<file path="src/sv/gsdy_pkg.sv">
// Shared types and constants of the Gaussian second y-derivative evaluation unit.
package gsdy_pkg;

  localparam int unsigned AddrW = 5;

  localparam logic [2:0] REG_CENTER_X   = 3'd0;
  localparam logic [2:0] REG_CENTER_Y   = 3'd1;
  localparam logic [2:0] REG_CENTER_Z   = 3'd2;
  localparam logic [2:0] REG_INV_VAR_X  = 3'd3;
  localparam logic [2:0] REG_INV_VAR_Y  = 3'd4;
  localparam logic [2:0] REG_INV_VAR_Z  = 3'd5;
  localparam logic [2:0] REG_INV_VAR_T  = 3'd6;
  localparam logic [2:0] REG_NORM       = 3'd7;

  localparam logic [1:0] FUNC_1D = 2'd0;
  localparam logic [1:0] FUNC_2D = 2'd1;
  localparam logic [1:0] FUNC_3D = 2'd2;
  localparam logic [1:0] FUNC_4D = 2'd3;

  localparam logic [31:0] IV_RESET   = 32'd65536;
  localparam logic [31:0] NORM_RESET = 32'd16777216;

  localparam logic [40:0] TERM_CAP  = 41'h100_0000_0000;
  localparam logic [40:0] ONE_Q16   = 41'd65536;
  localparam logic [22:0] E_CLAMP   = 23'd4194304;
  localparam logic [30:0] LOG2E_Q30 = 31'd1549082005;
  localparam logic [29:0] LN2_Q30   = 30'd744261118;
  localparam logic [30:0] ONE30     = 31'h4000_0000;
  localparam logic [7:0]  MAX_SHIFT = 8'd34;

  // Horner steps run k = 8 down to 1; v / k is (v * DIV_MUL) >> DIV_SHIFT, exact for v < 2^30
  localparam int unsigned HSTEPS = 8;
  localparam logic [30:0] DIV_MUL [HSTEPS] = '{
    31'd1, 31'd1227133514, 31'd1431655766, 31'd1717986919,
    31'd1, 31'd1431655766, 31'd1, 31'd1
  };
  localparam int unsigned DIV_SHIFT [HSTEPS] = '{3, 33, 33, 33, 2, 32, 1, 0};

  localparam logic [72:0] POS_MAX = 73'h0_7FFF_FFFF_FFFF;
  localparam logic [72:0] NEG_MAG = 73'h0_8000_0000_0000;
  localparam logic [47:0] KV_POS_MAX = 48'h7FFF_FFFF_FFFF;
  localparam logic [47:0] KV_NEG_MIN = 48'h8000_0000_0000;

  typedef struct packed {
    logic [1:0]  func;
    logic [31:0] coord_x;
    logic [31:0] coord_y;
    logic [31:0] coord_z;
    logic [31:0] t_offset;
  } req_t;

  typedef struct packed {
    logic [31:0] center_x;
    logic [31:0] center_y;
    logic [31:0] center_z;
    logic [31:0] inv_var_x;
    logic [31:0] inv_var_y;
    logic [31:0] inv_var_z;
    logic [31:0] inv_var_t;
    logic [31:0] norm_factor;
  } cfg_t;

  // exponent argument: x = fraction part (Q0.30), n = integer shift
  typedef struct packed {
    logic        zero;
    logic        neg;
    logic [40:0] m;
    logic [7:0]  n;
    logic [29:0] x;
  } arg_t;

  typedef struct packed {
    logic        zero;
    logic        neg;
    logic [40:0] m;
    logic [32:0] g;
  } expo_t;

endpackage

</file>
<file path="src/sv/gsdy_regs.sv">
// APB configuration register file.
module gsdy_regs (
  input  logic                        clk_i,
  input  logic                        rst_ni,
  input  logic                        psel,
  input  logic                        penable,
  input  logic                        pwrite,
  input  logic [gsdy_pkg::AddrW-1:0]  paddr,
  input  logic [31:0]                 pwdata,
  output logic [31:0]                 prdata,
  output logic                        pready,
  output gsdy_pkg::cfg_t              cfg_o
);

  gsdy_pkg::cfg_t cfg_q, cfg_d;
  logic [2:0]     idx;
  logic           wr_en;

  assign idx    = paddr[gsdy_pkg::AddrW-1:2];
  assign wr_en  = psel && penable && pwrite;
  assign pready = 1'b1;
  assign cfg_o  = cfg_q;

  always_comb begin
    cfg_d = cfg_q;
    if (wr_en) begin
      unique case (idx)
        gsdy_pkg::REG_CENTER_X:  cfg_d.center_x    = pwdata;
        gsdy_pkg::REG_CENTER_Y:  cfg_d.center_y    = pwdata;
        gsdy_pkg::REG_CENTER_Z:  cfg_d.center_z    = pwdata;
        gsdy_pkg::REG_INV_VAR_X: cfg_d.inv_var_x   = pwdata;
        gsdy_pkg::REG_INV_VAR_Y: cfg_d.inv_var_y   = pwdata;
        gsdy_pkg::REG_INV_VAR_Z: cfg_d.inv_var_z   = pwdata;
        gsdy_pkg::REG_INV_VAR_T: cfg_d.inv_var_t   = pwdata;
        gsdy_pkg::REG_NORM:      cfg_d.norm_factor = pwdata;
        default:                 cfg_d = cfg_q;
      endcase
    end
  end

  always_comb begin
    unique case (idx)
      gsdy_pkg::REG_CENTER_X:  prdata = cfg_q.center_x;
      gsdy_pkg::REG_CENTER_Y:  prdata = cfg_q.center_y;
      gsdy_pkg::REG_CENTER_Z:  prdata = cfg_q.center_z;
      gsdy_pkg::REG_INV_VAR_X: prdata = cfg_q.inv_var_x;
      gsdy_pkg::REG_INV_VAR_Y: prdata = cfg_q.inv_var_y;
      gsdy_pkg::REG_INV_VAR_Z: prdata = cfg_q.inv_var_z;
      gsdy_pkg::REG_INV_VAR_T: prdata = cfg_q.inv_var_t;
      gsdy_pkg::REG_NORM:      prdata = cfg_q.norm_factor;
      default:                 prdata = '0;
    endcase
  end

  always_ff @(posedge clk_i or negedge rst_ni) begin
    if (!rst_ni) begin
      cfg_q.center_x    <= '0;
      cfg_q.center_y    <= '0;
      cfg_q.center_z    <= '0;
      cfg_q.inv_var_x   <= gsdy_pkg::IV_RESET;
      cfg_q.inv_var_y   <= gsdy_pkg::IV_RESET;
      cfg_q.inv_var_z   <= gsdy_pkg::IV_RESET;
      cfg_q.inv_var_t   <= gsdy_pkg::IV_RESET;
      cfg_q.norm_factor <= gsdy_pkg::NORM_RESET;
    end else begin
      cfg_q <= cfg_d;
    end
  end

endmodule

</file>
<file path="config.mk">
export PLATFORM = sky130hd
export DESIGN_NAME = gsdy_regs
export DESIGN_NICKNAME = d
export VERILOG_FILES = /design/src/sv/gsdy_pkg.sv /design/src/sv/gsdy_regs.sv
export SDC_FILE = /design/constraint.sdc
export NUM_CORES = 1
export LEC_CHECK = 0
export BUFFER_PORTS_ARGS = -buffer_cell sky130_fd_sc_hd__buf_2
export CAP_MARGIN = 20
export CORE_ASPECT_RATIO = 0.7
export CORE_MARGIN = 2
export CORE_UTILIZATION = 30
export DETAILED_ROUTE_END_ITERATION = 10
export GPL_TIMING_DRIVEN = 0
export HOLD_SLACK_MARGIN = 0.03
export SETUP_SLACK_MARGIN = 0.5
export SLEW_MARGIN = 20
export SYNTH_ARGS = -nofsm -noshare
export SYNTH_HDL_FRONTEND = slang
export SYNTH_SLANG_ARGS = --single-unit
</file>
<file path="constraint.sdc">
create_clock -name clk_i -period 2.7 [get_ports clk_i]
set_clock_uncertainty 0.1 [all_clocks]
set_input_delay 0.54 -clock clk_i [delete_from_list [all_inputs] [get_ports clk_i]]
set_output_delay 0.54 -clock clk_i [all_outputs]
set_load 0.05 [all_outputs]
</file>
==> results_dict.tcl <==
set metrics [dict create \
    path_cells "clkbuf_16, or3_4, clkbuf_16, clkbuf_16, o22a_4, buf_8" \
    fp.dieW_um 239 \
    rows 60 \
    vias 8781 \
    place_congestion 0.815 \
    synth_cells 820 \
    largest_reg_flops 256 \
    numCtsBuffers 28 \
    setup_viol 0 \
    end_kind "primary output" \
    port-buffer-count 325 \
    dp_hpwl_um 29900 \
    synth_flop_cell "dfrtp_1" \
    grt_antenna_before_repair 0 \
    switching_share 0.421 \
    startpoint_type "primary input" \
    grt_usage 0.217 \
    cts_max_level 1 \
    fin_crit_ns 2.48 \
    placed_cells 1644 \
    overflow 0 \
    outcome "finished, final reports clean" \
    async_reset_ff_frac 1.00 \
    syn_nets 862 \
    drv_slew 0 \
    cts_max_path_buffers 3 \
    synth_edf_count 0 \
    power_frac_comb 0.392 \
    p_clk_frac 0.272 \
    synthDistinctLibCells 28 \
    fmax_mhz 403 \
    hold_violations 0 \
    seq_area_frac_synth 0.555 \
    drc 0 \
    clkTransAtPathRegs_ns 0.06 \
    seqPwrFrac 0.337 \
    criticalPathCategory "in -> out" \
    cp.required_ns 2.06 \
    crit_path_max_incr_delay_ns 0.39 \
    path_common_cell "clkbuf_16" \
    syn_area_um2 11600 \
    drive_gt1_frac 0.612 \
    fin_cells 1713 \
    grt_max_degree 90 \
    synth.area.top_cells "dfrtp_1 (54%), mux2_2 (21%), mux2i_1 (8.1%)" \
    hold_class "in -> reg" \
    fin_crit_sh 0.918 \
    max_cap_viol_count 0 \
    grt_pass1_wl_um 64000 \
    fin_nets 1238 \
    clkSinkCount 256 \
    ir_worst_vdd_v 0.000522 \
    ant_nets 0 \
    power.density_nw_per_um2 941 \
    power.switching_mw 6.54 \
    wl_um 44200 \
    area_growth_syn_to_layout_pct 43.0 \
    grt_pass1_vias 9097 \
    arrival_ns 1.84 \
    synth.top_cell.area_share 0.543 \
    drt-wirelength-per-cell_um 25.8 \
    vias_per_cell 5.13 \
    rsz0062_at_grt "true" \
    reg2reg_slack_ns 1.74 \
    tightest_slew_ns 0.566 \
    die_h_um 168 \
    core-area_um2 38200 \
    crit_family "buffers and inverters" \
    p_leak_nw 8.09 \
    ys_ff_latch 256 \
    io_pins 331 \
    cts_tree "yes" \
    syn_area_per_cell_um2 14.1 \
    path_max_fanout 8 \
    max_slew_margin 0.622 \
    drt_iter0_markers 404 \
    initial_utilization 0.302 \
    clock_latency_ns 0.55 \
    cp_num_buf_inv 4 \
    power.total_mw 15.6 \
    cp_slowest_cell "or3_4" \
    cts_root_buffer "clkbuf_16" \
    antenna-diode-count 0 \
    dieArea_um2 40100 \
    intPower_mw 9.01 \
    synth_warnings 0 \
    yosys.area.top_type "dfrtp_1" \
    dr.pass1.iters 4 \
]
-- metal layers --
metal	share of wire	vias up	global-route usage	routed length, µm
met5	0	-	0	0
met4	0.024	0	0.0535	1070
met3	0.053	58	0.0444	2340
met2	0.46	270	0.346	20400
met1	0.46	4642	0.303	20400
li1	-	3811	-	-
-- final timing paths --
check                                   to  cells after the start  startpoint
min in group asynchronous        cfg_o[68]                      2      rst_ni
worst max-delay path            prdata[19]                      6    paddr[2]
max in group asynchronous        cfg_o[84]                      4      rst_ni
worst max register to register  cfg_o[251]                      1  cfg_o[251]
worst min register to register  cfg_o[133]                      1  cfg_o[133]
worst min-delay path            cfg_o[241]                      2  pwdata[17]
-- kinds of logic after synthesis --
kind of cell,count (synthesis),share of synthesized area
muxes,350,0.331
DFF,256,0.555
AOI/OAI and AO/OA,98,0.0665
buffers and inverters,90,0.0342
and+or+nand+nor,25,0.0133
other,1,0.000324
-- cell usage after synthesis, drive strengths merged (3+ instances only) --
| library cell | number |
|---|---|
| o22a | 31 |
| nor3b | 3 |
| dfrtp | 251 |
| mux2 | 256 |
| inv | 30 |
| nand2b | 4 |
| clkbuf | 18 |
| o22ai | 31 |
| buf | 42 |
| nor2 | 9 |
| dfstp | 5 |
| a221oi | 29 |
| mux2i | 94 |
-- cells in the final DEF (no fill, tap or decap), types with 2 or more instances in the layout --
cell type and instances:
a221oi_1 3, a221oi_2 15, a221oi_4 11, buf_12 10
buf_16 4, buf_2 313, buf_4 15, buf_6 11
buf_8 32, bufinv_16 6, clkbuf_1 8, clkbuf_16 39
clkbuf_4 2, clkbuf_8 9, clkinv_2 5, dfrtp_1 251
dfstp_2 5, inv_1 30, mux2_1 36, mux2_2 220
mux2i_1 91, mux2i_2 2, nand2b_1 3, nor2_1 8
nor3b_1 3, o22a_4 30, o22ai_1 30
-- what timing repair did --
item,in CTS,in global routing
pin swaps,14,6
gates resized for setup,207,40
setup endpoints to repair,32,32
endpoints found under the hold margin,44,0
cloned,6,0
buffers inserted,9,2
hold buffers,1,0
-- area by class of cell --
| type | instances | area [µm²] |
|---|---|---|
| timing repair buffer | 346 | 2300 |
| multi-input combinational | 474 | 5380 |
| clock inverter | 12 | 213 |
| fill | 3556 | 21700 |
| inverter | 30 | 113 |
| sequential | 256 | 6410 |
| tap | 496 | 621 |
| buffer | 60 | 684 |
| clock buffer | 39 | 793 |
-- stage by stage --
step | TNS (ns) | hold WS, ns | worst slack (ns) | util | area (µm²)
after floorplan | 0 | 0.144 | 0.395 | - | 11800
after global placement | -1000.22 | 0.395 | -3.92 | 0.367 | 14000
after detailed placement | -16.87 | 0.374 | -0.738 | 0.370 | 14100
after CTS | 0 | 0.174 | 0.235 | 0.426 | 16300
after global routing | 0 | 0.188 | 0.188 | 0.432 | 16500
final | 0 | 0.213 | 0.221 | 0.432 | 16500
-- power groups by stage --
stage / registers (mW) / clock network, mW / logic (mW)
4_1_cts: 5.22 / 4.34 / 6.03
3_3_place_gp: 5.24 / 0 / 5.56
6_report: 5.23 / 4.22 / 6.10
5_1_grt: 5.34 / 4.50 / 6.33
3_5_place_dp: 5.27 / 0 / 5.62
2_1_floorplan: 7.82 / 0 / 1.52
(Power assumes the default switching activity.)
